## config.mk

```make
export PLATFORM = sky130hd
export DESIGN_NAME = ffvr_front
export DESIGN_NICKNAME = d
export VERILOG_FILES = /design/src/hdl/ffvr_pkg.sv /design/src/hdl/ffvr_front.sv
export SDC_FILE = /design/constraint.sdc
export NUM_CORES = 1
export LEC_CHECK = 0
export BUFFER_PORTS_ARGS = -buffer_cell sky130_fd_sc_hd__buf_4
export CAP_MARGIN = 20
export CORE_ASPECT_RATIO = 2
export CORE_MARGIN = 8
export CORE_UTILIZATION = 45
export CTS_CLUSTER_SIZE = 24
export DETAILED_ROUTE_END_ITERATION = 7
export PLACE_DENSITY = 0.76
export SETUP_SLACK_MARGIN = 0.3
export SLEW_MARGIN = 25
export SYNTH_ARGS = -nofsm -noshare
export SYNTH_HDL_FRONTEND = slang
export SYNTH_SLANG_ARGS = --single-unit
```

## constraint.sdc

```tcl
create_clock -name i_clk -period 4.9 [get_ports i_clk]
set_input_delay 0.245 -clock i_clk [delete_from_list [all_inputs] [get_ports i_clk]]
set_output_delay 0.245 -clock i_clk [all_outputs]
set_load 0.01 [all_outputs]
```

## src/hdl/ffvr_pkg.sv

```systemverilog
package ffvr_pkg;

    localparam int IDX_W       = 24;
    localparam int LOCAL_W     = 10;
    localparam int QUEUE_DEPTH = 2;
    localparam int QPTR_W      = $clog2(QUEUE_DEPTH);
    localparam int QCNT_W      = $clog2(QUEUE_DEPTH + 1);

    localparam logic OP_CORNER     = 1'b0;
    localparam logic OP_MESH_BREAK = 1'b1;

    // one command for the back end: a map clear or a triangle of three corners
    typedef struct packed {
        logic             clear;
        logic [IDX_W-1:0] a;
        logic [IDX_W-1:0] b;
        logic [IDX_W-1:0] c;
    } t_cmd;

    typedef struct packed {
        logic push;
        t_cmd cmd;
    } t_qwr;

endpackage

```

## src/hdl/ffvr_front.sv

```systemverilog
module ffvr_front #(
    parameter int MAX_CORNERS = 64
) (
    input  logic                         i_clk,
    input  logic                         i_rst_n,
    input  logic                         i_valid,
    output logic                         o_stall,
    input  logic                         i_operation,
    input  logic [ffvr_pkg::IDX_W-1:0]   i_corner_index,
    input  logic                         i_face_start,
    input  logic                         i_q_full,
    output ffvr_pkg::t_qwr               o_wr
);
    import ffvr_pkg::*;

    localparam int CNT_W = $clog2(MAX_CORNERS + 1);

    logic [CNT_W-1:0] r_count;
    logic [CNT_W-1:0] n_count;
    logic [IDX_W-1:0] r_first;
    logic [IDX_W-1:0] r_prev;
    logic [CNT_W-1:0] w_cnt;
    logic             w_accept;
    logic             w_tri;

    assign o_stall  = i_q_full;
    assign w_accept = i_valid && !i_q_full;
    assign w_cnt    = i_face_start ? '0 : r_count;
    // third and later corners of a face, below the corner limit
    assign w_tri    = (i_operation == OP_CORNER) && (w_cnt >= CNT_W'(2))
                      && (w_cnt < CNT_W'(MAX_CORNERS));

    always_comb begin
        n_count = r_count;
        if (w_accept) begin
            if (i_operation == OP_MESH_BREAK) begin
                n_count = '0;
            end else if (w_cnt < CNT_W'(MAX_CORNERS)) begin
                n_count = w_cnt + CNT_W'(1);
            end else begin
                n_count = w_cnt;
            end
        end
    end

    always_comb begin
        o_wr.push      = w_accept && ((i_operation == OP_MESH_BREAK) || w_tri);
        o_wr.cmd.clear = (i_operation == OP_MESH_BREAK);
        o_wr.cmd.a     = r_first;
        o_wr.cmd.b     = r_prev;
        o_wr.cmd.c     = i_corner_index;
    end

    always_ff @(posedge i_clk) begin
        if (!i_rst_n) begin
            r_count <= '0;
        end else begin
            r_count <= n_count;
        end
    end

    always_ff @(posedge i_clk) begin
        if (w_accept && (i_operation == OP_CORNER)) begin
            if (w_cnt == '0) begin
                r_first <= i_corner_index;
            end else if (w_cnt < CNT_W'(MAX_CORNERS)) begin
                r_prev <= i_corner_index;
            end
        end
    end

endmodule

```

==> metrics.yaml <==
outcome:
  status: "completed"
global_routing:
  grtUsageTotal_pct: 11.77
  grt_pass1_wl_um: 6879
  gr-total-overflow: 0
  antenna_found_initial: 0
  grt_max_degree: 25
  grt_pass1_vias: 1396
pwr:
  seq_power_share_pct: 62.3
  combPwrFrac_pct: 9.3
  clkPwrFrac_pct: 28.4
  p_int_w: 0.0006601
  powerDensity_nw_per_um2: 286.2
  p_sw_w: 0.0001740
  totalPowerFinal_w: 0.0008341
  p_sw_share_pct: 20.86
  leakage_nw: 1.146
  ir_drop_mv: 0.3201
yosys:
  synth_top_family_by_area: "buffers and inverters"
  syn_area_um2: 2168
  yosys_warnings: 0
  postSynthCellCount: 138
  synth_simple_gate_area_share_pct: 10.16
  post_synth_num_cell_types: 35
  synth_area_leader_cell: "edfxtp_1"
  synth-xor-area-share_pct: 0
  ys_ff_latch: 55
  muxShareOfSynthArea_pct: 0.4616
  synth-adder-area-share_pct: 0.5770
  ys_top_cells_by_area: "edfxtp_1 66%, buf_4 9.0%, dfxtp_1 6.5%"
  synth_top_cell_area_share_pct: 66.47
  synth_compound_area_share_pct: 4.905
  yosysSeqAreaShare_pct: 72.94
  avgSynthCellArea_um2: 15.71
  syn_nets: 169
placed_design:
  dpl.hpwl_um: 3515
  dpl_cell_area_um2: 2824
  place.gp.congestion: 0.8482
  io_buffer_count: 104
  preCtsSetupSlack_ns: 3.153
final_layout:
  drive_above_1_share_pct: 52.02
  nets: 253
  stdcell_area_um2: 2914
  n_antenna_cell: 0
  area_growth_pct: 34.39
  fillers: 367
timing:
  tightest_slew_ns: 0.3657
  period_share_pct: 37.84
  finalSetupViolCount: 0
  slew_headroom_pct: 75.62
  slew_violations: 0
  fmax_mhz: 539.3
  rsz0062_at_grt: "false"
  period_minus_slack_ns: 1.854
  fin_tns_setup_ns: 0
  skew_ns: 0.006431
  finalHoldViolCount: 0
  finalWorstSetupSlack_ns: 3.046
drt:
  vias: 1414
  routedWlPerCell_um: 16.10
  via_per_inst: 5.050
  drtIter0Drc: 47
  route.detailed.drc: 0
  wl_um: 4509
  drt-pass1-iter-count: 4
  ant_nets: 0
worst_setup_path:
  endpoint: "o_wr[73]"
  reg2regPathDepth: 4
  cp-start-kind: "register"
  crit_type: "register to output port"
  cp_max_fo: 9
  startpoint: "r_count[6]$_SDFFE_PN0P_"
  reg2reg_to: "r_prev[8]$_DFFE_PP_"
  worstReg2RegStart: "r_count[6]$_SDFFE_PN0P_"
  crit_required_ns: 4.66
  rrSetupSlack_ns: 3.17
  arrival_ns: 1.61
  cp-end-kind: "output port"
clocking:
  cts_hold_buf: 0
  htree_num_levels: 2
  clk_path_buf_depth: 2
  clock_latency_ns: 0.30
  numCtsBuffers: 5
  path_clk_slew_ns: 0.09
  root_buffer: "clkbuf_8"
  clock_sinks: 55
  cts_tree: "built"
  cts_resized: 0
  cts_setup_buffers: 0
die:
  die_h_um: 114.2
  io_pins: 105
  rows: 36
  die-area_um2: 7431
  core_um2: 4775
  initial_core_util_pct: 45.41
  die_width_um: 65.09
hold_path:
  hold_path.class: "input pin to register"
job:
  cap_viol_max_count: 0
-- critical path, cell delays in order, from the launching register on --
cell and delay [ns]:
dfxtp_1 0.39, nor4_1 0.37, a21oi_1 0.12, o311a_1 0.29, buf_4 0.14
-- power by group through the flow --
stage	Sequential (W)	Combinational (W)	Clock [W]
detailed placement	0.000531	0.0000788	0
finish	0.000520	0.0000776	0.000237
floorplan	0.000535	0.0000353	0
global route	0.000521	0.0000839	0.000262
CTS	0.000520	0.0000791	0.000245
global placement	0.000531	0.0000773	0
-- final cells by class --
class | instances | area [um2] | area share (%)
clock buffer | 6 | 72.57 | 2.490
clock inverter | 2 | 17.52 | 0.6011
inverter | 4 | 15.01 | 0.5152
multi-input combinational | 50 | 360.3 | 12.37
sequential | 55 | 1582 | 54.27
tap | 57 | 71.32 | 2.447
timing repair buffer | 106 | 795.8 | 27.31
-- layout by cell type, fill, tap and decap left out, types with 2 or more instances in the layout --
cell type	netlist	routed
a31oi_1	2	2
dfxtp_1	7	7
buf_4	26	106
or4_1	3	3
nor2_1	2	2
edfxtp_1	48	48
or3_1	3	3
a21oi_1	4	4
nand4bb_1	3	3
nand3b_1	3	3
inv_1	4	4
nand2b_1	2	2
clkinv_4	0	2
o221ai_1	2	2
clkbuf_8	0	5
nor2b_1	2	2
nand3_1	4	4
nand2_1	3	3
-- cell families after synthesis --
logic type / Yosys count
AOI/OAI and AO/OA: 15
adders and majority gates: 1
buffers and inverters: 33
DFF: 55
muxes: 1
and+or+nand+nor: 33
-- per-stage QoR --
| step | utilization [%] | hold slack (ns) | std cells |
|---|---|---|---|
| detailed placement | 59.15 | 0.4409 | 272 |
| global route | 61.03 | 0.1111 | 280 |
| CTS | 61.03 | 0.1209 | 280 |
| finish | 61.03 | 0.1316 | 280 |
| global placement | 59.15 | 0.4392 | 272 |
| floorplan | - | 0.3439 | 138 |
-- flip-flops by register name, summed over array words and instances, names as in the netlist --
name / flops
r_count: 7
r_first: 24
r_prev: 24
-- routing by layer --
layer | vias up | GRT usage [%] | share of wire, %
li1 | 666 | - | -
met1 | 654 | 12.20 | 36
met2 | 89 | 17.62 | 45
met3 | 5 | 8.922 | 18
met4 | 0 | 4.399 | 0.84
met5 | - | 0 | 0
-- Yosys cell counts --
cell type / number
o311a_1: 1
a21oi_1: 4
and2b_1: 1
nand4bb_1: 3
nand4_1: 1
nor4_1: 1
nor4b_1: 1
nand3_1: 4
o2111ai_1: 1
o211ai_1: 1
mux2i_1: 1
a31oi_1: 2
nor2b_1: 2
dfxtp_1: 7
a21bo_2: 1
a211oi_1: 1
ha_1: 1
nand2b_1: 2
nor3_1: 1
or3_1: 3
o21ai_0: 1
buf_6: 2
o31ai_1: 1
or2b_1: 1
buf_2: 1
nand3b_1: 3
o221ai_1: 2
edfxtp_1: 48
inv_1: 4
nor2_1: 2
buf_4: 26
nand2_1: 3
nand4b_1: 1
or4_1: 3
or3b_1: 1
-- worst min path at each step --
stage,startpoint,endpoint,slack [ns],cells past startpoint
after floorplan,i_corner_index[0],r_first[0]$_DFFE_PP_,0.34,0
after global placement,i_corner_index[13],r_first[13]$_DFFE_PP_,0.44,1
after detailed placement,i_corner_index[0],r_first[0]$_DFFE_PP_,0.44,1
after CTS,i_corner_index[0],r_prev[0]$_DFFE_PP_,0.12,1
after global routing,i_corner_index[0],r_prev[0]$_DFFE_PP_,0.11,1
final,i_corner_index[0],r_prev[0]$_DFFE_PP_,0.13,1
Power figures use the tool's default switching activity.
