## config.mk

```make
export PLATFORM = sky130hd
export DESIGN_NAME = ffvr_queue
export DESIGN_NICKNAME = d
export VERILOG_FILES = /design/src/hdl/ffvr_pkg.sv /design/src/hdl/ffvr_queue.sv
export SDC_FILE = /design/constraint.sdc
export NUM_CORES = 1
export LEC_CHECK = 0
export BUFFER_PORTS_ARGS = -buffer_cell sky130_fd_sc_hd__buf_2
export CORE_MARGIN = 2
export CORE_UTILIZATION = 30
export DETAILED_ROUTE_END_ITERATION = 10
export PLACE_DENSITY = 0.49
export SETUP_SLACK_MARGIN = 0.1
export SYNTH_ARGS = -nofsm -noshare
export SYNTH_HDL_FRONTEND = slang
export SYNTH_SLANG_ARGS = --single-unit
```

## constraint.sdc

```tcl
create_clock -name i_clk -period 12.6 [get_ports i_clk]
set_clock_uncertainty 0.1 [all_clocks]
set_input_delay 0.63 -clock i_clk [delete_from_list [all_inputs] [get_ports i_clk]]
set_output_delay 0.63 -clock i_clk [all_outputs]
set_load 0.01 [all_outputs]
```

## src/hdl/ffvr_pkg.sv

```systemverilog
package ffvr_pkg;

    localparam int IDX_W       = 24;
    localparam int LOCAL_W     = 10;
    localparam int QUEUE_DEPTH = 2;
    localparam int QPTR_W      = $clog2(QUEUE_DEPTH);
    localparam int QCNT_W      = $clog2(QUEUE_DEPTH + 1);

    localparam logic OP_CORNER     = 1'b0;
    localparam logic OP_MESH_BREAK = 1'b1;

    // one command for the back end: a map clear or a triangle of three corners
    typedef struct packed {
        logic             clear;
        logic [IDX_W-1:0] a;
        logic [IDX_W-1:0] b;
        logic [IDX_W-1:0] c;
    } t_cmd;

    typedef struct packed {
        logic push;
        t_cmd cmd;
    } t_qwr;

endpackage

```

## src/hdl/ffvr_queue.sv

```systemverilog
module ffvr_queue (
    input  logic            i_clk,
    input  logic            i_rst_n,
    input  ffvr_pkg::t_qwr  i_wr,
    output logic            o_full,
    output logic            o_valid,
    output ffvr_pkg::t_cmd  o_cmd,
    input  logic            i_pop
);
    import ffvr_pkg::*;

    t_cmd              r_mem [QUEUE_DEPTH];
    logic [QPTR_W-1:0] r_wr_ptr;
    logic [QPTR_W-1:0] r_rd_ptr;
    logic [QCNT_W-1:0] r_count;
    logic [QCNT_W-1:0] n_count;

    assign o_full  = (r_count == QCNT_W'(QUEUE_DEPTH));
    assign o_valid = (r_count != '0);
    assign o_cmd   = r_mem[r_rd_ptr];

    always_comb begin
        n_count = r_count;
        if (i_wr.push && !i_pop) begin
            n_count = r_count + QCNT_W'(1);
        end else if (!i_wr.push && i_pop) begin
            n_count = r_count - QCNT_W'(1);
        end
    end

    always_ff @(posedge i_clk) begin
        if (!i_rst_n) begin
            r_wr_ptr <= '0;
            r_rd_ptr <= '0;
            r_count  <= '0;
        end else begin
            if (i_wr.push) begin
                r_wr_ptr <= r_wr_ptr + QPTR_W'(1);
            end
            if (i_pop) begin
                r_rd_ptr <= r_rd_ptr + QPTR_W'(1);
            end
            r_count <= n_count;
        end
    end

    always_ff @(posedge i_clk) begin
        if (i_wr.push) begin
            r_mem[r_wr_ptr] <= i_wr.cmd;
        end
    end

    a_no_push_full: assert property (@(posedge i_clk) disable iff (!i_rst_n)
        i_wr.push |-> !o_full)
        else $error("queue written while full");

    a_no_pop_empty: assert property (@(posedge i_clk) disable iff (!i_rst_n)
        i_pop |-> o_valid)
        else $error("queue read while empty");

endmodule

```

==> results.sh, run 1 <==
export IMPL_grt_pass1_vias=3086
export IMPL_path_clk_slew_ps=60
export IMPL_cap_viol_max_count=0
export IMPL_p_leak_nw=2.63
export IMPL_switching_share=0.208
export IMPL_gp_congestion=0.668
export IMPL_htreeDepth=4
export IMPL_cp_required_ps=11870
export IMPL_internal_power_w=0.000939
export IMPL_cts_root_buf="clkbuf_16"
export IMPL_syn_avg_cell_area_um2=22.1
export IMPL_clock_sinks=151
export IMPL_pre_cts_ws_ps=10200
export IMPL_hold_viol_final=0
export IMPL_synthesis_nets=327
export IMPL_yosysTopAreaCellShare=0.795
export IMPL_drt_iter0_drc=139
export IMPL_setup_worst_path_class="flop to output pin"
export IMPL_crit_arrival_ps=2040
export IMPL_clock_fmax_mhz=361
export IMPL_hold_class="primary input to flop"
export IMPL_via_per_inst=4.27
export IMPL_critical_path_startpoint_type="flop"
export IMPL_yosysWarningCount=0
export IMPL_ys_seq_area_frac=0.813
export IMPL_ant_nets=0
export IMPL_setup_violations=0
export IMPL_drc_errors=0
export IMPL_dpl_hpwl_mm=6.23
export IMPL_synthArstFlopShare=0
export IMPL_yosysUniqueCellTypes=17
export IMPL_final_nets=490
export IMPL_holdPathStages=1
export IMPL_met2_usage=0.176
export IMPL_layout_min_cycle_time_ps=2770
export IMPL_relSlewSlack=0.298
export IMPL_grt_pass1_wl_mm=15.9
export IMPL_portBuffers=151
export IMPL_grt_use_met3=0.0526
export IMPL_totalWireLength_mm=10.2
export IMPL_nFillCells=1733
export IMPL_dieArea_um2=19500
export IMPL_synth_edff_count=146
export IMPL_cp_end_kind="output pin"
export IMPL_postCtsSetupBuffers=0
export IMPL_die_w_um=140
export IMPL_use_met1=0.122
export IMPL_clk_path_buf_depth=2
export IMPL_ys_ff_latch=151
export IMPL_fin_cells=655
export IMPL_ys_flop_type="edfxtp_1"
export IMPL_top_usage_layer="met2"
export IMPL_synth_most_common_cell="edfxtp_1"
export IMPL_regToRegSetupSlack_ps=10810
export IMPL_synth_area_um2=5510
export IMPL_antenna_found_initial=2
export IMPL_coreArea_um2=18000
export IMPL_grt_overflow=0
export IMPL_clk_latency_ps=410
export IMPL_period_share=0.220
export IMPL_syn_to_final_growth_pct=28.1
export IMPL_drive_gt1_frac=0.595
export IMPL_fp_row_count=49
export IMPL_status="finished clean"
export IMPL_worst_slew_pin_slew_ps=1050
export IMPL_tritoncts="yes"
export IMPL_rsz0062_at_grt="false"
export IMPL_start_util=0.306
export IMPL_placed_cells=622
export IMPL_io_pins=152
export IMPL_p_comb_frac=0.086
export IMPL_ys_top_cells_by_count="146 x edfxtp_1, 73 x mux2_2, 7 x buf_6"
export IMPL_yosysTopAreaCell="edfxtp_1"
export IMPL_grt_use_total=0.108
export IMPL_grt_max_degree=75
export IMPL_powerDensity_nw_per_um2=168
export IMPL_final_max_slew_viol_count=0
export IMPL_reg2regPathDepth=1
export IMPL_post_cts_resized=0
export IMPL_hold_buffers=0
export IMPL_cts_made_buffers=17
export IMPL_pwr_share_clk=0.411
export IMPL_wl_per_cell_um=15.6
export IMPL_seqPwrFrac=0.503
export IMPL_tns_ps=0
export IMPL_cp_max_fo=73
export IMPL_synth_area_leaders="edfxtp_1 80%, mux2_2 15%, dfxtp_1 1.8%, buf_6 1.4%, and2_1 0.45%"
export IMPL_drtPass1Iterations=4
export IMPL_worst_slack_ps=9830
export IMPL_synth_cells=249
export IMPL_die_height_um=140
export IMPL_p_sw_w=0.000247
export IMPL_via_count=2798
export IMPL_ir_worst_vdd_uv=87.1
==> cell type report <==
| class | count | area, um^2 | share of cell area |
|---|---|---|---|
| tap | 229 | 287 | 0.0406 |
| clock buffer | 18 | 429 | 0.0608 |
| clock inverter | 14 | 139 | 0.0197 |
| antenna | 1 | 2.50 | 0.000354 |
| sequential | 151 | 4490 | 0.636 |
| multi-input combinational | 89 | 950 | 0.134 |
| inverter | 1 | 3.75 | 0.000532 |
| timing repair buffer | 152 | 763 | 0.108 |
==> cell usage in the layout (no fill, tap or decap), drive strengths merged <==
cell type	n
nor2b	2
xnor2	1
bufinv	3
clkinv	11
dfxtp	5
and2	4
a21boi	1
xor2	2
o21a	1
o21ai	1
edfxtp	146
and2b	1
buf	152
diode	1
mux2	73
inv	1
or3	1
clkbuf	18
or2	1
ha	1
==> sequential cells by signal, indices dropped and copies added, names as in the netlist, named ones only <==
signal	flops
r_mem	146
r_wr_ptr	1
r_count	2
r_rd_ptr	1
==> power groups by stage <==
stage	Combinational (W)	Clock (W)	Sequential, W
2_1_floorplan	0.0000681	0	0.000597
3_3_place_gp	0.000103	0	0.000606
3_5_place_dp	0.000104	0	0.000607
4_1_cts	0.000105	0.000505	0.000597
5_1_grt	0.000111	0.000525	0.000600
6_report	0.000102	0.000488	0.000596
==> stage by stage <==
stage | power [W] | hold WS (ps) | utilization | cell area [um^2]
after CTS | 0.00121 | 273 | 0.392 | 7060
after detailed placement | 0.000711 | 402 | 0.360 | 6490
after global placement | 0.000709 | 379 | 0.360 | 6490
after floorplan | 0.000665 | 361 | - | 5510
after global routing | 0.00124 | 277 | 0.392 | 7060
final | 0.00119 | 304 | 0.392 | 7060
==> per-layer routing <==
layer | part of all wire | routed length (um) | vias to the layer above
met5 | 0 | 0 | -
met4 | 0.014 | 146 | 0
met3 | 0.076 | 781 | 12
met2 | 0.50 | 5130 | 88
met1 | 0.41 | 4180 | 1384
li1 | - | - | 1314
==> worst max-delay path: stages, from the launching register on <==
cell,delay (ps)
dfxtp_4,1010
mux2_2,440
buf_2,140
==> cells by family after synthesis <==
kind of cell,after synthesis,share of synthesized area
xor gates and xnor gates,3,0.00477
AOI/OAI and AO/OA,3,0.00363
muxes,73,0.149
adders and majority gates,1,0.00227
and+or+nand+nor,9,0.0107
buffers and inverters,9,0.0163
DFF,151,0.813
==> final timing paths <==
kind	startpoint	to
setup / recovery	flop	o_cmd[56]
hold / removal	i_wr[43]	r_mem[0][43]
setup reg to reg	r_wr_ptr	r_mem[1][32]
hold reg to reg	r_count[1]	r_count[1]
No activity file was read; power rests on OpenSTA's default activity.
==> run 2, diff against run 1 <==
==> constraint.sdc (replaced) <==
create_clock -name i_clk -period 2.61 [get_ports i_clk]
set_clock_uncertainty 0.1 [all_clocks]
set_input_delay 0.1305 -clock i_clk [delete_from_list [all_inputs] [get_ports i_clk]]
set_output_delay 0.1305 -clock i_clk [all_outputs]
set_load 0.01 [all_outputs]
==> results.sh, run 2 (same netlist as run 1, synthesis figures left out) <==
export IMPL_grt_overflow=0
export IMPL_top_register="r_mem"
export IMPL_die_height_um=140
export IMPL_gp_congestion=0.665
export IMPL_coreArea_um2=18000
export IMPL_antenna_found_initial=0
export IMPL_dieArea_um2=19500
export IMPL_final_common_cell="buf_2"
export IMPL_final_nets=571
export IMPL_cp_end_kind="output pin"
export IMPL_drive_gt1_frac=0.522
export IMPL_fin_util=0.440
export IMPL_final_max_slew_viol_count=0
export IMPL_r2r_start="r_wr_ptr"
export IMPL_portBuffers=151
export IMPL_clk_latency_ps=410
export IMPL_grt_pass1_wl_mm=17.2
export IMPL_worst_slew_pin_slew_ps=542
export IMPL_largest_reg_flops=146
export IMPL_hold_class="primary input to flop"
export IMPL_tritoncts="yes"
export IMPL_clk_path_buf_depth=2
export IMPL_path_clk_slew_ps=60
export IMPL_crit_arrival_ps=1870
export IMPL_cap_viol_max_count=0
export IMPL_htreeDepth=4
export IMPL_totalWireLength_mm=10.8
export IMPL_cts_made_buffers=17
export IMPL_ant_nets=0
export IMPL_via_count=3069
export IMPL_rsz0062_at_grt="false"
export IMPL_grt_pass1_vias=3402
export IMPL_p_leak_nw=2.99
export IMPL_setup_worst_path_class="flop to output pin"
export IMPL_pre_cts_ws_ps=910
export IMPL_powerDensity_nw_per_um2=755
export IMPL_worst_slack_ps=509
export IMPL_via_per_inst=4.18
export IMPL_cp_max_fo=27
export IMPL_min_from="i_wr[73]"
export IMPL_clock_sinks=151
export IMPL_hold_viol_final=0
export IMPL_diodes=0
export IMPL_critical_path_startpoint_type="flop"
export IMPL_clock_fmax_mhz=476
export IMPL_reg_largest_list="r_mem x146, r_count x2"
export IMPL_regToRegSetupSlack_ps=800
export IMPL_cts_root_buf="clkbuf_16"
export IMPL_relSlewSlack=0.639
export IMPL_min_to="r_count[1]"
export IMPL_grt_use_total=0.116
export IMPL_die_w_um=140
export IMPL_final_cell_mix="151 x buf_2, 146 x edfxtp_1, 76 x dlygate4sd3_1"
export IMPL_fp_row_count=49
export IMPL_period_share=0.805
export IMPL_start_util=0.306
export IMPL_hold_worst_slack_ps=166
export IMPL_wl_per_cell_um=14.7
export IMPL_setup_violations=0
export IMPL_p_total_w=0.00598
export IMPL_cp_required_ps=2380
export IMPL_dpl_hpwl_mm=6.87
export IMPL_holdPathStages=4
export IMPL_reg2regPathDepth=4
export IMPL_drt_iter0_drc=116
export IMPL_status="finished clean"
export IMPL_tns_ps=0
export IMPL_post_cts_resized=0
export IMPL_drc_errors=0
export IMPL_layout_min_cycle_time_ps=2100
export IMPL_drtPass1Iterations=4
export IMPL_ir_worst_vdd_uv=439
export IMPL_syn_to_final_growth_pct=43.7
export IMPL_io_pins=152
export IMPL_worst_r2r_endpoint="r_wr_ptr"
export IMPL_grt_max_degree=39
## run 2: changes by cell type in the layout (fill, tap and decap cells not counted), sizes merged
cell         delta
buf             +5
clkinv          -6
inv             +1
clkbuf          +1
dlygate4sd3    +76
diode           -1
clkinvlp        +3
bufinv          +1
## run 2: worst max path at each step
stage | depth (start not counted) | endpoint | from | slack (ps)
3_5_place_dp | 3 | o_cmd[15] | flop | 910
4_1_cts | 3 | o_cmd[15] | flop | 450
5_1_grt | 3 | o_cmd[13] | flop | 380
6_report | 3 | o_cmd[15] | flop | 510
2_1_floorplan | 1 | r_mem[0][0] | r_wr_ptr | 670
3_3_place_gp | 3 | o_cmd[27] | flop | 930
## run 2: stage by stage
stage / cells / area, um^2
after floorplan: 249 / 5520
after global placement: 627 / 6550
after detailed placement: 627 / 6550
after CTS: 735 / 7930
after global routing: 735 / 7930
final: 735 / 7930
## run 2: per-layer routing
layer  vias to the layer above  global-route usage  share of wire
met5                         -                   0              0
met4                         0              0.0426          0.011
met3                        10              0.0413          0.057
met2                        92               0.198           0.51
met1                      1493               0.134           0.42
li1                       1474                   -              -
## run 2: critical path: stages, from the launching register on
cell     delay, ps
dfxtp_4        600
buf_4          330
mux2_2         370
buf_2          140
## run 2: final cells by class
| type | count | area (um^2) |
|---|---|---|
| fillers | 1652 | 10100 |
| flip-flops and latches | 151 | 4490 |
| repair buffers | 233 | 1590 |
| multi-input cells | 89 | 950 |
| clock buffers | 19 | 433 |
| well taps | 229 | 287 |
| clock inverters | 13 | 179 |
| inverters | 1 | 3.75 |
## run 2: what timing repair did
action                                 in CTS  in global routing
buffers inserted                            0                  0
hold buffers                               76                  0
endpoints found under the hold margin     151                  0
setup endpoints to repair                   0                  0
## run 2: power by group
part / total [W] / leakage (nW) / internal, W / switching (W)
registers: 0.00285 / 1.41 / 0.00280 / 0.0000472
clock network: 0.00251 / 0.291 / 0.00159 / 0.000919
logic: 0.000623 / 1.29 / 0.000341 / 0.000283
==> run 3, diff against run 2 <==
==> constraint.sdc (replaced) <==
create_clock -name i_clk -period 2.2 [get_ports i_clk]
set_clock_uncertainty 0.1 [all_clocks]
set_input_delay 0.11 -clock i_clk [delete_from_list [all_inputs] [get_ports i_clk]]
set_output_delay 0.11 -clock i_clk [all_outputs]
set_load 0.01 [all_outputs]
==> results.sh, run 3 (same netlist as run 1, synthesis figures left out) <==
export IMPL_status="finished clean"
export IMPL_ir_worst_vdd_uv=554
export IMPL_dpl_hpwl_mm=6.62
export IMPL_critPathBufInv=2
export IMPL_cp_top_family="flip-flops"
export IMPL_min_from="i_wr[73]"
export IMPL_rsz0062_at_grt="false"
export IMPL_clk_path_buf_depth=2
export IMPL_htreeDepth=4
export IMPL_max_stage_delay_ps=580
export IMPL_final_cell_mix="151 x buf_2, 146 x edfxtp_1, 76 x dlygate4sd3_1"
export IMPL_grt_pass1_wl_mm=16.9
export IMPL_dpl_instance_area_um2=6580
export IMPL_clock_fmax_mhz=506
export IMPL_diodes=0
export IMPL_wl_per_cell_um=14.7
export IMPL_crit_path_cell_trace="buf_12 -> mux2_2 -> buf_2"
export IMPL_antenna_found_initial=0
export IMPL_via_per_inst=4.21
export IMPL_portBuffers=151
export IMPL_critical_path_startpoint_type="flop"
export IMPL_powerDensity_nw_per_um2=864
export IMPL_cp_max_fo=28
export IMPL_reg_largest_list="r_mem x146, r_count x2"
export IMPL_clock_sinks=151
export IMPL_critical_path_slowest_cell="dfxtp_4"
export IMPL_drt_iter0_drc=120
export IMPL_grt_use_total=0.114
export IMPL_path_clk_slew_ps=60
export IMPL_final_area_um2=7880
export IMPL_cap_viol_max_count=0
export IMPL_clk_latency_ps=410
export IMPL_totalWireLength_mm=10.8
export IMPL_fin_util=0.437
export IMPL_layout_min_cycle_time_ps=1980
export IMPL_drtPass1Iterations=4
export IMPL_cp_required_ps=1990
export IMPL_hold_viol_final=0
export IMPL_worst_r2r_endpoint="r_wr_ptr"
export IMPL_regToRegSetupSlack_ps=550
export IMPL_final_common_cell="buf_2"
export IMPL_min_to="r_count[1]"
export IMPL_setup_violations=0
export IMPL_cp_end_kind="output pin"
export IMPL_top_register="r_mem"
export IMPL_largest_reg_flops=146
export IMPL_cts_made_buffers=17
export IMPL_ant_nets=0
export IMPL_relSlewSlack=0.680
export IMPL_syn_to_final_growth_pct=42.9
export IMPL_io_pins=152
export IMPL_final_nets=571
export IMPL_final_max_slew_viol_count=0
export IMPL_drc_errors=0
export IMPL_cts_root_buf="clkbuf_16"
export IMPL_via_count=3084
export IMPL_gp_congestion=0.668
export IMPL_setup_worst_path_class="flop to output pin"
export IMPL_period_share=0.898
export IMPL_tritoncts="yes"
export IMPL_worst_slew_pin_slew_ps=480
export IMPL_grt_max_degree=55
export IMPL_tns_ps=0
export IMPL_worst_slack_ps=224
export IMPL_dieArea_um2=19500
export IMPL_crit_arrival_ps=1770
export IMPL_fp_row_count=49
export IMPL_die_height_um=140
export IMPL_reg2regPathDepth=4
export IMPL_grt_overflow=0
export IMPL_holdPathStages=4
export IMPL_start_util=0.306
export IMPL_die_w_um=140
export IMPL_coreArea_um2=18000
export IMPL_grt_pass1_vias=3344
export IMPL_hold_class="primary input to flop"
export IMPL_p_leak_nw=2.97
export IMPL_pre_cts_ws_ps=628
export IMPL_drive_gt1_frac=0.514
export IMPL_r2r_start="r_wr_ptr"
## run 3: tightest hold or removal path: stages
cell	delay (ps)
buf_2	130
ha_1	190
or3_1	130
a21boi_1	60
## run 3: how the worst max path moves through the flow
stage / from / endpoint / slack (ps) / depth (start not counted)
4_1_cts: flop / o_cmd[17] / 170 / 3
2_1_floorplan: r_wr_ptr / r_mem[0][0] / 260 / 1
6_report: flop / o_cmd[54] / 220 / 3
5_1_grt: flop / o_cmd[40] / 120 / 3
3_3_place_gp: flop / o_cmd[17] / 640 / 3
3_5_place_dp: flop / o_cmd[17] / 630 / 3
## run 3: area by class of cell
type,instances,area (um^2)
multi-input cells,89,950
well taps,229,287
repair buffers,233,1610
flip-flops and latches,151,4490
clock inverters,12,113
fillers,1661,10100
clock buffers,18,429
inverters,1,3.75
## run 3: power by group
part	internal, W	leakage (nW)	switching [W]
clock network	0.00163	0.259	0.00105
logic	0.000413	1.30	0.000342
registers	0.00332	1.41	0.0000539
## run 3: routing by layer
layer / vias up / wire length, um / global-route usage
met1: 1515 / 4670 / 0.134
met2: 90 / 5440 / 0.193
li1: 1470 / - / -
met5: - / 0 / 0
met4: 0 / 108 / 0.0426
met3: 9 / 539 / 0.0392
## run 3: through the flow
stage                     hold WS [ps]  cells  power, W
final                              160    733   0.00681
after detailed placement           202    627   0.00410
after CTS                          128    733   0.00693
after floorplan                    109    249   0.00380
after global routing               183    733   0.00712
after global placement             197    627   0.00409
## run 3: what timing repair did
action,in CTS,in global routing
hold buffers,76,0
resized for setup,0,0
setup buffers,0,0
endpoints found under the setup margin,0,0
hold endpoints to repair,151,0
